## src/kmn_pkg.sv

```systemverilog
// ----------------------------------------------------------------------------
// kmn_pkg
// Shared types and constants of the key to MIDI note event translator.
// ----------------------------------------------------------------------------
package kmn_pkg;

  localparam int KeyW     = 4;
  localparam int ChanW    = 4;
  localparam int NoteW    = 7;
  localparam int VelW     = 7;
  localparam int KindW    = 2;
  localparam int CfgIdxW  = 3;
  localparam int CfgDataW = 7;

  localparam int MelodicKeysDefault = 12;
  localparam int QueueDepth         = 2;

  localparam logic [NoteW-1:0] NoteMax     = 7'd127;
  localparam logic [NoteW-1:0] OctaveStep  = 7'd12;
  localparam logic [NoteW-1:0] ChordStepA  = 7'd12;
  localparam logic [NoteW-1:0] ChordStepB  = 7'd19;
  localparam logic [VelW-1:0]  VelRelease  = 7'd64;
  localparam logic [VelW-1:0]  VelLoud     = 7'd126;
  localparam logic [VelW-1:0]  VelMedium   = 7'd80;
  localparam logic [NoteW-1:0] BaseReset   = 7'd36;

  localparam logic [ChanW-1:0] MelodicChanReset = 4'd4;
  localparam logic [ChanW-1:0] CymbalChanReset  = 4'd9;
  localparam logic [ChanW-1:0] RollChanReset    = 4'd10;
  localparam logic [NoteW-1:0] PercNoteReset    = 7'd40;
  localparam logic [VelW-1:0]  PercVelReset     = 7'd120;
  localparam logic [NoteW-1:0] LowestBaseReset  = 7'd36;
  localparam logic [NoteW-1:0] HighestBaseReset = 7'd84;

  typedef enum logic [KindW-1:0] {
    KindKey        = 2'd0,
    KindOctaveUp   = 2'd1,
    KindOctaveDown = 2'd2,
    KindVelSwitch  = 2'd3
  } kind_e;

  typedef enum logic [CfgIdxW-1:0] {
    CfgMelodicChan = 3'd0,
    CfgCymbalChan  = 3'd1,
    CfgRollChan    = 3'd2,
    CfgPercNote    = 3'd3,
    CfgPercVel     = 3'd4,
    CfgLowestBase  = 3'd5,
    CfgHighestBase = 3'd6
  } cfg_reg_e;

  typedef enum logic [1:0] {
    StepRoot   = 2'd0,
    StepOctave = 2'd1,
    StepFifth  = 2'd2
  } step_e;

  // One classified key event waiting to be expanded into messages
  typedef struct packed {
    logic             note_on;
    logic [ChanW-1:0] channel;
    logic [NoteW-1:0] note;
    logic [VelW-1:0]  root_vel;
    logic [VelW-1:0]  chord_vel;
    logic             chord;
  } job_t;

  function automatic logic [NoteW-1:0] sat_add(logic [NoteW-1:0] a, logic [NoteW-1:0] b);
    logic [NoteW:0] sum;
    sum = {1'b0, a} + {1'b0, b};
    return sum[NoteW] ? NoteMax : sum[NoteW-1:0];
  endfunction

endpackage

```

## src/key_to_midi_note_events_core.sv

```systemverilog
// ----------------------------------------------------------------------------
// key_to_midi_note_events_core
// Key press and release events in, MIDI note on and note off messages out.
// ----------------------------------------------------------------------------
// Input stream: one event per transfer. tuser carries the kind (key, octave
// up, octave down, velocity switch); tdata the key index, level, chord switch
// and any-key-held flag. Octave and velocity events only update state.
// Output stream: one MIDI message per transfer, tuser high for note on, tlast
// on the final message of an event. A valid key event yields one message, or
// three with the chord notes +12 and +19.
// Configuration: separate write channel, always ready; write it only while
// the block is idle.
// Flow: the first message of an event passes through the job queue and then
// the output register before it is offered. The message generator emits one
// message per cycle while jobs are queued and the receiver takes them; a
// two-entry job queue lets input transfers continue while messages are being
// sent. When the receiver stalls the output register holds its message and
// the queue fills, after which s_axis_tready drops. Reset restores the
// register defaults, octave base 36, medium velocity and a clear chord memory,
// and empties the queue.
// ----------------------------------------------------------------------------
module key_to_midi_note_events_core #(
  parameter int MELODIC_KEYS = kmn_pkg::MelodicKeysDefault
) (
  input  logic                         clk_i,
  input  logic                         rst_ni,
  input  logic                         s_axis_tvalid,
  output logic                         s_axis_tready,
  // [3:0] key_index, [4] level, [5] chord_switch, [6] any_key_held, [7] zero
  input  logic [7:0]                   s_axis_tdata,
  // [1:0] kind
  input  logic [kmn_pkg::KindW-1:0]    s_axis_tuser,
  output logic                         m_axis_tvalid,
  input  logic                         m_axis_tready,
  // [3:0] channel, [10:4] note, [17:11] velocity, [23:18] zero
  output logic [23:0]                  m_axis_tdata,
  // [0] note_on
  output logic                         m_axis_tuser,
  output logic                         m_axis_tlast,
  input  logic                         cfg_valid_i,
  output logic                         cfg_ready_o,
  input  logic [kmn_pkg::CfgIdxW-1:0]  cfg_index_i,
  input  logic [kmn_pkg::CfgDataW-1:0] cfg_data_i
);
  import kmn_pkg::*;

  logic             push, full, pop, job_valid;
  job_t             push_job, head_job;
  logic [ChanW-1:0] channel;
  logic [NoteW-1:0] note;
  logic [VelW-1:0]  velocity;

  assign cfg_ready_o = 1'b1;

  kmn_front #(
    .MELODIC_KEYS(MELODIC_KEYS)
  ) u_front (
    .clk_i,
    .rst_ni,
    .in_valid_i     (s_axis_tvalid),
    .in_ready_o     (s_axis_tready),
    .kind_i         (s_axis_tuser),
    .key_index_i    (s_axis_tdata[3:0]),
    .level_i        (s_axis_tdata[4]),
    .chord_switch_i (s_axis_tdata[5]),
    .any_key_held_i (s_axis_tdata[6]),
    .cfg_valid_i,
    .cfg_index_i,
    .cfg_data_i,
    .push_o         (push),
    .job_o          (push_job),
    .full_i         (full)
  );

  kmn_queue u_queue (
    .clk_i,
    .rst_ni,
    .push_i     (push),
    .push_job_i (push_job),
    .full_o     (full),
    .pop_i      (pop),
    .valid_o    (job_valid),
    .head_o     (head_job)
  );

  kmn_back u_back (
    .clk_i,
    .rst_ni,
    .job_valid_i (job_valid),
    .job_i       (head_job),
    .pop_o       (pop),
    .out_valid_o (m_axis_tvalid),
    .out_ready_i (m_axis_tready),
    .note_on_o   (m_axis_tuser),
    .channel_o   (channel),
    .note_o      (note),
    .velocity_o  (velocity),
    .last_o      (m_axis_tlast)
  );

  assign m_axis_tdata = {6'd0, velocity, note, channel};

endmodule

```

## src/kmn_front.sv

```systemverilog
// ----------------------------------------------------------------------------
// kmn_front
// Accepts input events, holds configuration and player state, and turns each
// valid key event into one job for the message generator.
// ----------------------------------------------------------------------------
module kmn_front #(
  parameter int MELODIC_KEYS = kmn_pkg::MelodicKeysDefault
) (
  input  logic                         clk_i,
  input  logic                         rst_ni,
  input  logic                         in_valid_i,
  output logic                         in_ready_o,
  input  logic [kmn_pkg::KindW-1:0]    kind_i,
  input  logic [kmn_pkg::KeyW-1:0]     key_index_i,
  input  logic                         level_i,
  input  logic                         chord_switch_i,
  input  logic                         any_key_held_i,
  input  logic                         cfg_valid_i,
  input  logic [kmn_pkg::CfgIdxW-1:0]  cfg_index_i,
  input  logic [kmn_pkg::CfgDataW-1:0] cfg_data_i,
  output logic                         push_o,
  output kmn_pkg::job_t                job_o,
  input  logic                         full_i
);
  import kmn_pkg::*;

  localparam logic [KeyW:0] CymbalKey = (KeyW+1)'(MELODIC_KEYS);
  localparam logic [KeyW:0] RollKey   = (KeyW+1)'(MELODIC_KEYS + 1);

  logic [ChanW-1:0] melodic_chan_q, melodic_chan_d;
  logic [ChanW-1:0] cymbal_chan_q, cymbal_chan_d;
  logic [ChanW-1:0] roll_chan_q, roll_chan_d;
  logic [NoteW-1:0] perc_note_q, perc_note_d;
  logic [VelW-1:0]  perc_vel_q, perc_vel_d;
  logic [NoteW-1:0] lowest_base_q, lowest_base_d;
  logic [NoteW-1:0] highest_base_q, highest_base_d;

  logic [NoteW-1:0] base_q, base_d;
  logic             loud_q, loud_d;
  logic             chord_mem_q, chord_mem_d;

  logic             accept;
  logic [KeyW:0]    key_ext;
  logic             key_melodic, key_cymbal, key_roll, key_ok;
  logic [VelW-1:0]  key_vel;
  logic             octave_ok;

  assign in_ready_o = ~full_i;
  assign accept     = in_valid_i & ~full_i;
  assign key_ext    = {1'b0, key_index_i};
  assign key_melodic = key_ext < CymbalKey;
  assign key_cymbal  = key_ext == CymbalKey;
  assign key_roll    = key_ext == RollKey;
  assign key_ok      = key_melodic | key_cymbal | key_roll;
  assign octave_ok   = level_i & ~any_key_held_i;

  // Classify the key and build its job
  always_comb begin
    job_o = '0;
    priority if (key_melodic) begin
      key_vel       = loud_q ? VelLoud : VelMedium;
      job_o.channel = melodic_chan_q;
      job_o.note    = sat_add(base_q, NoteW'(key_index_i));
    end else if (key_cymbal) begin
      key_vel       = perc_vel_q;
      job_o.channel = cymbal_chan_q;
      job_o.note    = perc_note_q;
    end else begin
      key_vel       = perc_vel_q;
      job_o.channel = roll_chan_q;
      job_o.note    = perc_note_q;
    end
    job_o.note_on   = level_i;
    job_o.root_vel  = level_i ? key_vel : VelRelease;
    job_o.chord_vel = key_vel;
    job_o.chord     = level_i ? chord_switch_i : (chord_switch_i | chord_mem_q);
  end

  assign push_o = accept & (kind_e'(kind_i) == KindKey) & key_ok;

  // Player state
  always_comb begin
    base_d      = base_q;
    loud_d      = loud_q;
    chord_mem_d = chord_mem_q;
    if (accept) begin
      unique case (kind_e'(kind_i))
        KindOctaveUp: begin
          if (octave_ok && base_q < highest_base_q) base_d = sat_add(base_q, OctaveStep);
        end
        KindOctaveDown: begin
          if (octave_ok && base_q > lowest_base_q) begin
            base_d = (base_q >= OctaveStep) ? base_q - OctaveStep : '0;
          end
        end
        KindVelSwitch: loud_d = level_i;
        KindKey: begin
          if (key_ok) chord_mem_d = level_i ? (chord_switch_i | chord_mem_q) : 1'b0;
        end
        default: ;
      endcase
    end
  end

  // Configuration writes
  always_comb begin
    melodic_chan_d = melodic_chan_q;
    cymbal_chan_d  = cymbal_chan_q;
    roll_chan_d    = roll_chan_q;
    perc_note_d    = perc_note_q;
    perc_vel_d     = perc_vel_q;
    lowest_base_d  = lowest_base_q;
    highest_base_d = highest_base_q;
    if (cfg_valid_i) begin
      unique case (cfg_reg_e'(cfg_index_i))
        CfgMelodicChan: melodic_chan_d = cfg_data_i[ChanW-1:0];
        CfgCymbalChan:  cymbal_chan_d  = cfg_data_i[ChanW-1:0];
        CfgRollChan:    roll_chan_d    = cfg_data_i[ChanW-1:0];
        CfgPercNote:    perc_note_d    = cfg_data_i[NoteW-1:0];
        CfgPercVel:     perc_vel_d     = cfg_data_i[VelW-1:0];
        CfgLowestBase:  lowest_base_d  = cfg_data_i[NoteW-1:0];
        CfgHighestBase: highest_base_d = cfg_data_i[NoteW-1:0];
        default: ;
      endcase
    end
  end

  always_ff @(posedge clk_i or negedge rst_ni) begin
    if (!rst_ni) begin
      melodic_chan_q <= MelodicChanReset;
      cymbal_chan_q  <= CymbalChanReset;
      roll_chan_q    <= RollChanReset;
      perc_note_q    <= PercNoteReset;
      perc_vel_q     <= PercVelReset;
      lowest_base_q  <= LowestBaseReset;
      highest_base_q <= HighestBaseReset;
      base_q         <= BaseReset;
      loud_q         <= 1'b0;
      chord_mem_q    <= 1'b0;
    end else begin
      melodic_chan_q <= melodic_chan_d;
      cymbal_chan_q  <= cymbal_chan_d;
      roll_chan_q    <= roll_chan_d;
      perc_note_q    <= perc_note_d;
      perc_vel_q     <= perc_vel_d;
      lowest_base_q  <= lowest_base_d;
      highest_base_q <= highest_base_d;
      base_q         <= base_d;
      loud_q         <= loud_d;
      chord_mem_q    <= chord_mem_d;
    end
  end

endmodule

```

## src/kmn_queue.sv

```systemverilog
// ----------------------------------------------------------------------------
// kmn_queue
// Short job queue between the event front end and the message generator.
// ----------------------------------------------------------------------------
module kmn_queue (
  input  logic          clk_i,
  input  logic          rst_ni,
  input  logic          push_i,
  input  kmn_pkg::job_t push_job_i,
  output logic          full_o,
  input  logic          pop_i,
  output logic          valid_o,
  output kmn_pkg::job_t head_o
);
  import kmn_pkg::*;

  localparam int PtrW = (QueueDepth > 1) ? $clog2(QueueDepth) : 1;
  localparam int CntW = $clog2(QueueDepth + 1);
  localparam logic [CntW-1:0] CntFull = CntW'(QueueDepth);
  localparam logic [PtrW-1:0] PtrLast = PtrW'(QueueDepth - 1);

  job_t            mem_q [QueueDepth];
  logic [PtrW-1:0] wr_ptr_q, wr_ptr_d;
  logic [PtrW-1:0] rd_ptr_q, rd_ptr_d;
  logic [CntW-1:0] count_q, count_d;

  assign full_o  = count_q == CntFull;
  assign valid_o = count_q != '0;
  assign head_o  = mem_q[rd_ptr_q];

  always_comb begin
    wr_ptr_d = wr_ptr_q;
    rd_ptr_d = rd_ptr_q;
    count_d  = count_q;
    if (push_i) wr_ptr_d = (wr_ptr_q == PtrLast) ? '0 : wr_ptr_q + 1'b1;
    if (pop_i)  rd_ptr_d = (rd_ptr_q == PtrLast) ? '0 : rd_ptr_q + 1'b1;
    if (push_i && !pop_i) count_d = count_q + 1'b1;
    else if (pop_i && !push_i) count_d = count_q - 1'b1;
  end

  always_ff @(posedge clk_i) begin
    if (push_i) mem_q[wr_ptr_q] <= push_job_i;
  end

  always_ff @(posedge clk_i or negedge rst_ni) begin
    if (!rst_ni) begin
      wr_ptr_q <= '0;
      rd_ptr_q <= '0;
      count_q  <= '0;
    end else begin
      wr_ptr_q <= wr_ptr_d;
      rd_ptr_q <= rd_ptr_d;
      count_q  <= count_d;
    end
  end

endmodule

```

## src/kmn_back.sv

```systemverilog
// ----------------------------------------------------------------------------
// kmn_back
// Expands the job at the queue head into one or three MIDI messages and
// holds each in the output register until the receiver takes it.
// ----------------------------------------------------------------------------
module kmn_back (
  input  logic                      clk_i,
  input  logic                      rst_ni,
  input  logic                      job_valid_i,
  input  kmn_pkg::job_t             job_i,
  output logic                      pop_o,
  output logic                      out_valid_o,
  input  logic                      out_ready_i,
  output logic                      note_on_o,
  output logic [kmn_pkg::ChanW-1:0] channel_o,
  output logic [kmn_pkg::NoteW-1:0] note_o,
  output logic [kmn_pkg::VelW-1:0]  velocity_o,
  output logic                      last_o
);
  import kmn_pkg::*;

  step_e            step_q, step_d;
  logic             load;
  logic             msg_last;
  logic [NoteW-1:0] msg_note;
  logic [VelW-1:0]  msg_vel;

  logic             valid_q;
  logic             note_on_q;
  logic [ChanW-1:0] channel_q;
  logic [NoteW-1:0] note_q;
  logic [VelW-1:0]  vel_q;
  logic             last_q;

  assign load  = job_valid_i & (~valid_q | out_ready_i);
  assign pop_o = load & msg_last;

  // Next step
  always_comb begin
    step_d = step_q;
    if (load) begin
      if (msg_last) step_d = StepRoot;
      else begin
        unique case (step_q)
          StepRoot:   step_d = StepOctave;
          StepOctave: step_d = StepFifth;
          default:    step_d = StepRoot;
        endcase
      end
    end
  end

  // Message of the current step
  always_comb begin
    unique case (step_q)
      StepRoot: begin
        msg_note = job_i.note;
        msg_vel  = job_i.root_vel;
        msg_last = ~job_i.chord;
      end
      StepOctave: begin
        msg_note = sat_add(job_i.note, ChordStepA);
        msg_vel  = job_i.chord_vel;
        msg_last = 1'b0;
      end
      default: begin
        msg_note = sat_add(job_i.note, ChordStepB);
        msg_vel  = job_i.chord_vel;
        msg_last = 1'b1;
      end
    endcase
  end

  always_ff @(posedge clk_i or negedge rst_ni) begin
    if (!rst_ni) begin
      step_q  <= StepRoot;
      valid_q <= 1'b0;
    end else begin
      step_q <= step_d;
      if (load) valid_q <= 1'b1;
      else if (out_ready_i) valid_q <= 1'b0;
    end
  end

  always_ff @(posedge clk_i) begin
    if (load) begin
      note_on_q <= job_i.note_on;
      channel_q <= job_i.channel;
      note_q    <= msg_note;
      vel_q     <= msg_vel;
      last_q    <= msg_last;
    end
  end

  assign out_valid_o = valid_q;
  assign note_on_o   = note_on_q;
  assign channel_o   = channel_q;
  assign note_o      = note_q;
  assign velocity_o  = vel_q;
  assign last_o      = last_q;

endmodule

```

## config.mk

```make
export PLATFORM = sky130hd
export DESIGN_NAME = key_to_midi_note_events_core
export DESIGN_NICKNAME = d
export VERILOG_FILES = /design/src/kmn_pkg.sv /design/src/key_to_midi_note_events_core.sv /design/src/kmn_front.sv /design/src/kmn_queue.sv /design/src/kmn_back.sv
export SDC_FILE = /design/constraint.sdc
export NUM_CORES = 1
export LEC_CHECK = 0
export BUFFER_PORTS_ARGS = -buffer_cell sky130_fd_sc_hd__buf_2
export CORE_ASPECT_RATIO = 0.75
export CORE_MARGIN = 2
export CORE_UTILIZATION = 60
export CTS_CLUSTER_DIAMETER = 60
export DETAILED_ROUTE_END_ITERATION = 6
export PLACE_DENSITY = 0.86
export SYNTH_ARGS = -nofsm -noshare
export SYNTH_HDL_FRONTEND = slang
export SYNTH_HIERARCHICAL = 1
export SYNTH_SLANG_ARGS = --single-unit
```

## constraint.sdc

```tcl
create_clock -name clk_i -period 3.6 [get_ports clk_i]
set_input_delay 1.08 -clock clk_i [delete_from_list [all_inputs] [get_ports clk_i]]
set_output_delay 1.08 -clock clk_i [all_outputs]
set_load 0.01 [all_outputs]
```

; ---- After elaboration in Yosys (flattened, before gate mapping)
; Memories as Yosys holds them, arrays and structs flattened.
; Cells that the tools add are included.
[totals]
wordCells = 114
inputBits = 25
regBits = 76
ramBits = 54
out_inout_bits = 29
memories = 1
[memory_table]
columns = memory, words, word_bits, read_ports, rd_ports_with_merged_regs, write_ports, line
row1 = u_queue.mem_q, 2, 27, 1, 0, 1, kmn_queue.sv:22  ; job_t mem_q [QueueDepth];
[op_classes]
order_cmp = 4
n_bitwise = 14
add_sub_neg = 9
muxes = 28
n_reduce_logical = 23
n_eq_ne = 15
[op_table]
columns = op, n
row1 = $mux 7, 10
row2 = $pmux 7 s2, 2
row3 = $mux 11, 2
row4 = $add 7x4->8 const B, 2
row5 = $reduce_and 2->1, 8
row6 = $eq 3x3->1 const B, 3
row7 = $add 7x4->8, 1
row8 = $add 7x5->8 const B, 1
row9 = $eq 4x4->1 const B, 2
row10 = $mux 1, 8
row11 = $reduce_bool 2->1, 4
row12 = $ge 7x4->1 const B, 1
row13 = $gt 7x7->1, 1
row14 = $lt 7x7->1, 1
row15 = $sub 7x4->7 const B, 1
row16 = $and 1x1->1, 6
row17 = $eq 2x2->1 const B, 3
row18 = $eq 3x2->1 const B, 2
row19 = $mux 2, 3
row20 = $mux 6, 1
row21 = $eq 2x1->1 const B, 2
row22 = $logic_and 1x1->1, 4
row23 = $logic_not 2->1, 2
row24 = $lt 4x4->1 const B, 1
row25 = other kinds (13), 22

; ---- Depth between registers and ports, before layout
; Gate-level depths: netlist of the first run.
[depth]
ltp_word = 9
ltp_mapped = 10
mapped_depth_nobuf = 8

; ---- By module
; The synthesis of the first run kept the hierarchy.
[by_module_without_submodules]
columns = module, area_per_inst_um2, cells_per_inst, instances, seq_area_each_um2
row1 = kmn_front, 3062.9, 279, 1, 1223.7
row2 = kmn_queue, 2237.1, 100, 1, 1721.7
row3 = kmn_back, 1197.4, 96, 1, 675.6
row4 = key_to_midi_note_events_core, 60.1, 9, 1, 0.0

; ---- Worst setup path after synthesis of the first run
; No wires, ideal clock.
[synth_path]
kind = input port to flip-flop
startpoint = in s_axis_tdata[2]
endpoint = mem u_queue/mem_q[0][0] (netlist name), enable pin
t_arrival_ns = 3.067
n_path_buf = 1
setup_time_ns = 0.414
path_slack_ns = 0.119
stages = 4
t_required_ns = 3.186
cell_sequence = and2_1 clkbuf_1 a21oi_1 nor2b_1
[synth_via]
elab_chain_cells = 6
elab_cells_between_ends = 8
cone_classes = order compare (1) / eq/ne (2) / mux (2) / bitwise (3)
[synth_rtl]
columns = element, line
row1 = from (decl), key_to_midi_note_events_core.sv:30  ; input logic [7:0] s_axis_tdata,
row2 = $lt 4x4->1 / $eq 4x4->1 (equally long branches), "kmn_front.sv:51, kmn_front.sv:52"
row3 = $or 1x1->1, kmn_front.sv:54  ; assign key_ok = key_melodic | key_cymbal | key_roll;
row4 = $or 1x1->1 (*), kmn_front.sv:54
row5 = $and 1x1->1 (*), kmn_front.sv:79  ; assign push_o = accept & (kind_e'(kind_i) == KindKey) & key_ok;
row6 = net push, key_to_midi_note_events_core.sv:47  ; logic push, full, pop, job_valid;
row7 = $mux 1 (*), kmn_queue.sv:42  ; if (push_i) mem_q[wr_ptr_q] <= push_job_i;
row8 = $mux 1 (implied by the code) (*), kmn_queue.sv:42
row9 = to (decl), kmn_queue.sv:22
; Mark *: on every way through the listed nets, which the timed path passes. The rest lies on a longest branch.

==> results_dict.tcl, run 1 <==
set metrics [dict create \
    nFillCells 717 \
    cp_cell_sequence "buf_4 > mux2_4 > o211a_1 > o21bai_1 > a211oi_1 > a311o_1" \
    min_from "u_queue/count_q[1]" \
    ios 54 \
    avgRoutedWirePerCell_um 18.22 \
    maxCapViolCount 0 \
    clock_skew_ns 0.006696 \
    cts_setup_buffers 0 \
    arrival_ns 2.77 \
    period_minus_slack_ns 2.617 \
    syn_to_final_growth_pct 13.34 \
    worst_r2r_endpoint "u_back/note_o[4]" \
    slowest_stage "dfrtp_1" \
    finalSetupViolCount 0 \
    rsz0062_at_grt "no" \
    portBuffers 45 \
    fin_tns_setup_ns 0 \
    reg2reg_slack_ns 0.98 \
    antenna_found_initial 0 \
    worstMarginPinSlew_ns 0.8132 \
    num_antenna_cells 0 \
    postSynthAreaPerCell_sq_um 13.55 \
    drive_gt1_frac 0.3400 \
    drt_pass1_iterations 5 \
    syn_area_sq_um 6558 \
    critPathRequiredTime_ns 3.75 \
    postRouteAntennaNets 0 \
    fin_area_sq_um 7432 \
    cts_resized 0 \
    crit_family "compound AO/OA/AOI/OAI gates" \
    netlist-cell-type-count 68 \
    grt_pass1_wl_um 20440 \
    min_period_over_period 0.7269 \
    hp-class "reg -> reg" \
    grt_usage 0.2236 \
    yosysSeqAreaShare 0.5522 \
    hold_depth 1 \
    die-area_sq_um 11790 \
    clock_path_buffers 2 \
    reg2reg_depth 6 \
    h-tree-depth 4 \
    cts_buffers 17 \
    yosysMostFrequentCell "edfxtp_1" \
    status "finished, final reports clean" \
    r2r_start "u_queue/rd_ptr_q" \
    ys_warn_count 6 \
    path_buf_inv 1 \
    synth_area_leaders "edfxtp_1, dfrtp_1, mux2_2, dfstp_2, ha_1" \
    yosysTopAreaCell "edfxtp_1" \
    cts_tree "built" \
    min_to "u_queue/count_q[1]" \
    cts-root-buf "clkbuf_16" \
    yosysTopAreaCellShare 0.3389 \
    clkLatencyLatePin_ns 0.41 \
    gp_congestion 0.8708 \
    overflow 0 \
    async_flop_share 0.4264 \
    drt-total-wl_um 12520 \
    core_area_sq_um 10780 \
    initial_core_util 0.6085 \
    hold_violations 0 \
    cp-start-kind "register" \
    crit_path_end_kind "register" \
    final_max_slew_viol_count 0 \
    yosys-top-cells-count "edfxtp_1, mux2_2, dfrtp_1" \
    clock_sinks 129 \
    max_freq_mhz 382.2 \
    cts_hold_buf 0 \
    hpwl_um 8391 \
    viasPerCell 5.802 \
    place_area_sq_um 6829 \
    power_density_nw_per_um2 794.5 \
    path_clk_slew_ns 0.05 \
    fp.dieH_um 94.54 \
    vdd_ir_drop_max_v 0.0004295 \
    relSlewSlack 0.4573 \
    final_net_count 587 \
    grt_pass1_vias 4047 \
    ys_ff_latch 129 \
    num_vias 3986 \
    crit_fanout 21 \
    num_rows 33 \
    crit_type "reg -> reg" \
    max_stage_delay_ns 0.57 \
    drc 0 \
    die_w_um 124.7 \
    synth_edf_count 74 \
    synth_ff_type "edfxtp_1" \
    final_util 0.6897 \
    dr.first_iter.drc_count 296 \
    synth_cells 484 \
    grt_max_degree 56 \
    leakagePower_nw 3.106 \
]
-- how the worst max path moves through the flow --
stage	cells past startpoint	from	endpoint
floorplan	4	s_axis_tdata[2]	u_queue/mem_q[0][0]
global placement	8	s_axis_tuser[0]	u_front/base_q[6]
detailed placement	7	s_axis_tdata[1]	u_queue/mem_q[0][15]
CTS	6	u_queue/rd_ptr_q	u_back/note_o[4]
global route	6	u_queue/rd_ptr_q	u_back/note_o[4]
finish	6	u_queue/rd_ptr_q	u_back/note_o[4]
-- cells in the final DEF (no fill, tap or decap), drive strengths merged, types with 8 or more instances in the layout --
cell / synthesis / layout
dfrtp: 37 / 37
dfstp: 18 / 18
a21o: 10 / 10
clkbuf: 5 / 21
edfxtp: 74 / 74
nor2: 13 / 13
nand2: 21 / 21
o21ai: 19 / 19
buf: 18 / 49
inv: 34 / 34
a21oi: 15 / 15
and2: 10 / 10
nand2b: 8 / 8
ha: 27 / 27
mux2: 78 / 78
-- power by group --
part           leakage [nW]  internal, W  switching [W]
Sequential             1.31      0.00206       0.000280
Clock                 0.292      0.00115       0.000592
Combinational          1.50     0.000875       0.000949
-- area by class of cell --
class                      instances  area [sq um]  area share
multi-input combinational        303          2650      0.3566
sequential                       129          3621      0.4872
clock inverter                    11         162.7     0.02189
clock buffer                      21         440.4     0.05926
inverter                          34         127.6     0.01717
tap                              140         175.2     0.02357
timing repair buffer              49         255.2     0.03434
-- flip-flops by register name, indices dropped and copies added (netlist names), 2 cells and up --
name                    flops
u_front/melodic_chan_q      4
u_front/perc_vel_q          7
u_back/note_o               7
u_back/step_q               2
u_front/cymbal_chan_q       4
u_back/velocity_o           7
u_front/highest_base_q      7
u_queue/count_q             2
u_front/base_q              6
u_front/roll_chan_q         4
u_back/channel_o            4
u_front/lowest_base_q       7
u_front/perc_note_q         7
u_queue/mem_q              54
-- cell families (layout without fill, tap and decap cells) --
| logic type | count (synthesis) | after routing | share of synthesized area |
|---|---|---|---|
| flip-flops | 129 | 129 | 0.5522 |
| AND/OR/NAND/NOR | 94 | 94 | 0.08605 |
| multiplexers | 84 | 84 | 0.1557 |
| AO/OA/AOI/OAI | 81 | 81 | 0.09140 |
| buffers and inverters | 57 | 115 | 0.04694 |
| adder cells (fa/ha/maj) | 28 | 28 | 0.05457 |
| XOR/XNOR | 9 | 9 | 0.01202 |
| other | 2 | 7 | 0.001145 |
-- layer usage --
metal	global-route usage	routed length, um
met5	0	0
met2	0.3862	6268
met1	0.2794	5419
met4	0.07397	182
met3	0.05779	647
-- worst register-to-register path: stages, from the launching register on --
cell,delay [ns]
dfrtp_1,0.57
buf_4,0.42
mux2_4,0.36
o211a_1,0.25
o21bai_1,0.28
a211oi_1,0.12
a311o_1,0.35
-- per-stage QoR --
step	hold slack, ns	cells	setup WS, ns	total power, W
after floorplan	0.4406	489	0.1191	0.003747
after global placement	0.4642	655	0.7571	0.004035
after detailed placement	0.4837	655	0.6933	0.004144
after CTS	0.4960	687	0.9699	0.005928
after global routing	0.5044	687	0.8642	0.006243
final	0.4976	687	0.9833	0.005905
(Power assumes the default switching activity.)
==> run 2, diff against run 1 <==
- CORE_UTILIZATION: 60 -> 54
- PLACE_DENSITY: 0.86 -> 0.82
- clock period: 3.6 -> 2.3 ns (I/O delays scaled with it)
==> run 2 against run 1 <==
  * Register-to-register slack lost 0.79 ns
  * First-iteration DRC count up 5.1%
  * Via count grew 1.8%
  * Total power rose by 59%
  * Worst hold slack got worse by 0.25 ns
  * Routed wire length is 2.3% higher
  * Critical endpoint unchanged
  * Sequential share of layout area fell by 1.4 points
  * Largest cell class unchanged
  * Setup slack worse by 0.79 ns
  * Die area is 11% higher
  * Count of clock-buffer cells in the layout up 4
  * Cell area grew 3.0%
  * Clock skew shrank 0.0024 ns
==> results_dict.tcl, run 2 (same netlist as run 1, synthesis figures left out) <==
set metrics [dict create \
    initial_core_util 0.5605 \
    grt_pass1_wl_um 21120 \
    cp-startpoint "u_queue/rd_ptr_q" \
    critPathRequiredTime_ns 2.46 \
    max_freq_mhz 474.6 \
    reg2reg_depth 6 \
    hp-class "in -> async" \
    grt_usage 0.2108 \
    h-tree-depth 4 \
    antenna_found_initial 0 \
    die_w_um 131.2 \
    vdd_ir_drop_max_v 0.0005742 \
    portBuffers 45 \
    finalSetupViolCount 0 \
    instances_no_fill 728 \
    crit_type "reg -> reg" \
    relSlewSlack 0.6185 \
    cts_buffers 17 \
    period_minus_slack_ns 2.107 \
    cp-start-kind "register" \
    final_util 0.6542 \
    hpwl_um 8954 \
    cts-root-buf "clkbuf_16" \
    core_area_sq_um 11700 \
    drc 0 \
    num_rows 34 \
    crit_fanout 5 \
    power_density_nw_per_um2 1227 \
    path_clk_slew_ns 0.05 \
    arrival_ns 2.26 \
    largest_register_ff_count 54 \
    grt_max_degree 38 \
    hold_violations 0 \
    drt_pass1_iterations 5 \
    num_vias 4058 \
    reg2reg_slack_ns 0.19 \
    final_net_count 606 \
    multi_input_area_sq_um 2660 \
    avgRoutedWirePerCell_um 17.59 \
    viasPerCell 5.574 \
    gp_congestion 0.8900 \
    clkLatencyLatePin_ns 0.41 \
    min_period_over_period 0.9160 \
    syn_to_final_growth_pct 16.71 \
    clock_path_buffers 2 \
    dr.first_iter.drc_count 311 \
    cp_cell_sequence "buf_4 > mux2_4 > o211a_1 > o21bai_1 > a211oi_1 > a311o_1" \
    r2r_start "u_queue/rd_ptr_q" \
    drive_gt1_frac 0.3746 \
    maxCapViolCount 0 \
    worst_r2r_endpoint "u_back/note_o[4]" \
    regArea_sq_um 3622 \
    endpoint "u_back/note_o[4]" \
    dp.cells 696 \
    mostFrequentLayoutCell "edfxtp_1" \
    overflow 0 \
    status "finished, final reports clean" \
    clock_sinks 129 \
    top_register "u_queue/mem_q" \
    crit_path_end_kind "register" \
    max_stage_delay_ns 0.42 \
    drt-total-wl_um 12810 \
    slowest_stage "dfrtp_1" \
    nFillCells 861 \
    clock_skew_ns 0.004311 \
    mostFrequentLayoutCells "edfxtp_1, mux2_2, buf_2" \
    num_antenna_cells 0 \
    ios 54 \
    fp.dieH_um 99.44 \
    die-area_sq_um 13050 \
    final_max_slew_viol_count 0 \
    worstMarginPinSlew_ns 0.5716 \
    postRouteAntennaNets 0 \
    cts_hold_buf 0 \
    finalPower_w 0.009388 \
    leakagePower_nw 3.212 \
    grt_pass1_vias 4078 \
    rsz0062_at_grt "no" \
    cts_tree "built" \
]
[run 2: changes by cell type in the layout (fill, tap and decap cells not counted), sizes merged]
cell and change:
inv +1, bufinv -3, buf +19, clkinvlp +2, clkbuf +4, clkinv -4
[run 2: worst min path at each step]
stage,from,to,cells after the start
after floorplan,rst_ni,u_back/out_valid_o,0
after global placement,u_queue/count_q[1],u_queue/count_q[1],1
after detailed placement,u_front/loud_q,u_front/loud_q,2
after CTS,rst_ni,u_front/highest_base_q[1],1
after global routing,rst_ni,u_front/highest_base_q[5],1
final,rst_ni,u_front/highest_base_q[0],1
[run 2: what timing repair did]
action / CTS / global route
setup buffers: 0 / 0
setup endpoints to repair: 0 / 2
resized for setup: 0 / 1
[run 2: cell type report]
| class | instances | share of cell area |
|---|---|---|
| flip-flops and latches | 129 | 0.4733 |
| multi-input cells | 303 | 0.3476 |
| clock buffers | 25 | 0.07046 |
| repair buffers | 68 | 0.05689 |
| well taps | 162 | 0.02648 |
| inverters | 34 | 0.01667 |
| clock inverters | 7 | 0.008664 |
[run 2: critical path, delay by kind of cell (launching register included)]
family,cells,cell delay [ns]
buffers and inverters,1,0.19
flip-flops,1,0.42
multiplexers,1,0.32
AO/OA/AOI/OAI,4,0.92
[run 2: power by group]
part / internal [W] / total, W / switching [W] / leakage (nW)
clock network: 0.00173 / 0.00268 / 0.000950 / 0.295
registers: 0.00322 / 0.00358 / 0.000362 / 1.31
logic: 0.00151 / 0.00313 / 0.00162 / 1.60
total: 0.00646 / 0.00939 / 0.00293 / 3.21
[run 2: per-stage QoR]
stage                     setup TNS, ns  hold WS [ns]  cell area, sq um  setup slack [ns]
final                                 0        0.2436              7654            0.1932
after global routing                  0        0.2524              7654           0.05430
after CTS                             0        0.2420              7652            0.1130
after detailed placement        -0.2153        0.4731              7047           -0.1023
after global placement                0        0.4667              7047           0.01362
after floorplan                       0        0.3944              6589           0.09238
[run 2: per-layer routing]
metal,vias to the layer above,GRT usage,wire length [um]
met5,-,0,0
met4,0,0.07358,238
met3,23,0.05607,633
met2,112,0.3543,6273
met1,2019,0.2686,5662
li1,1904,-,-
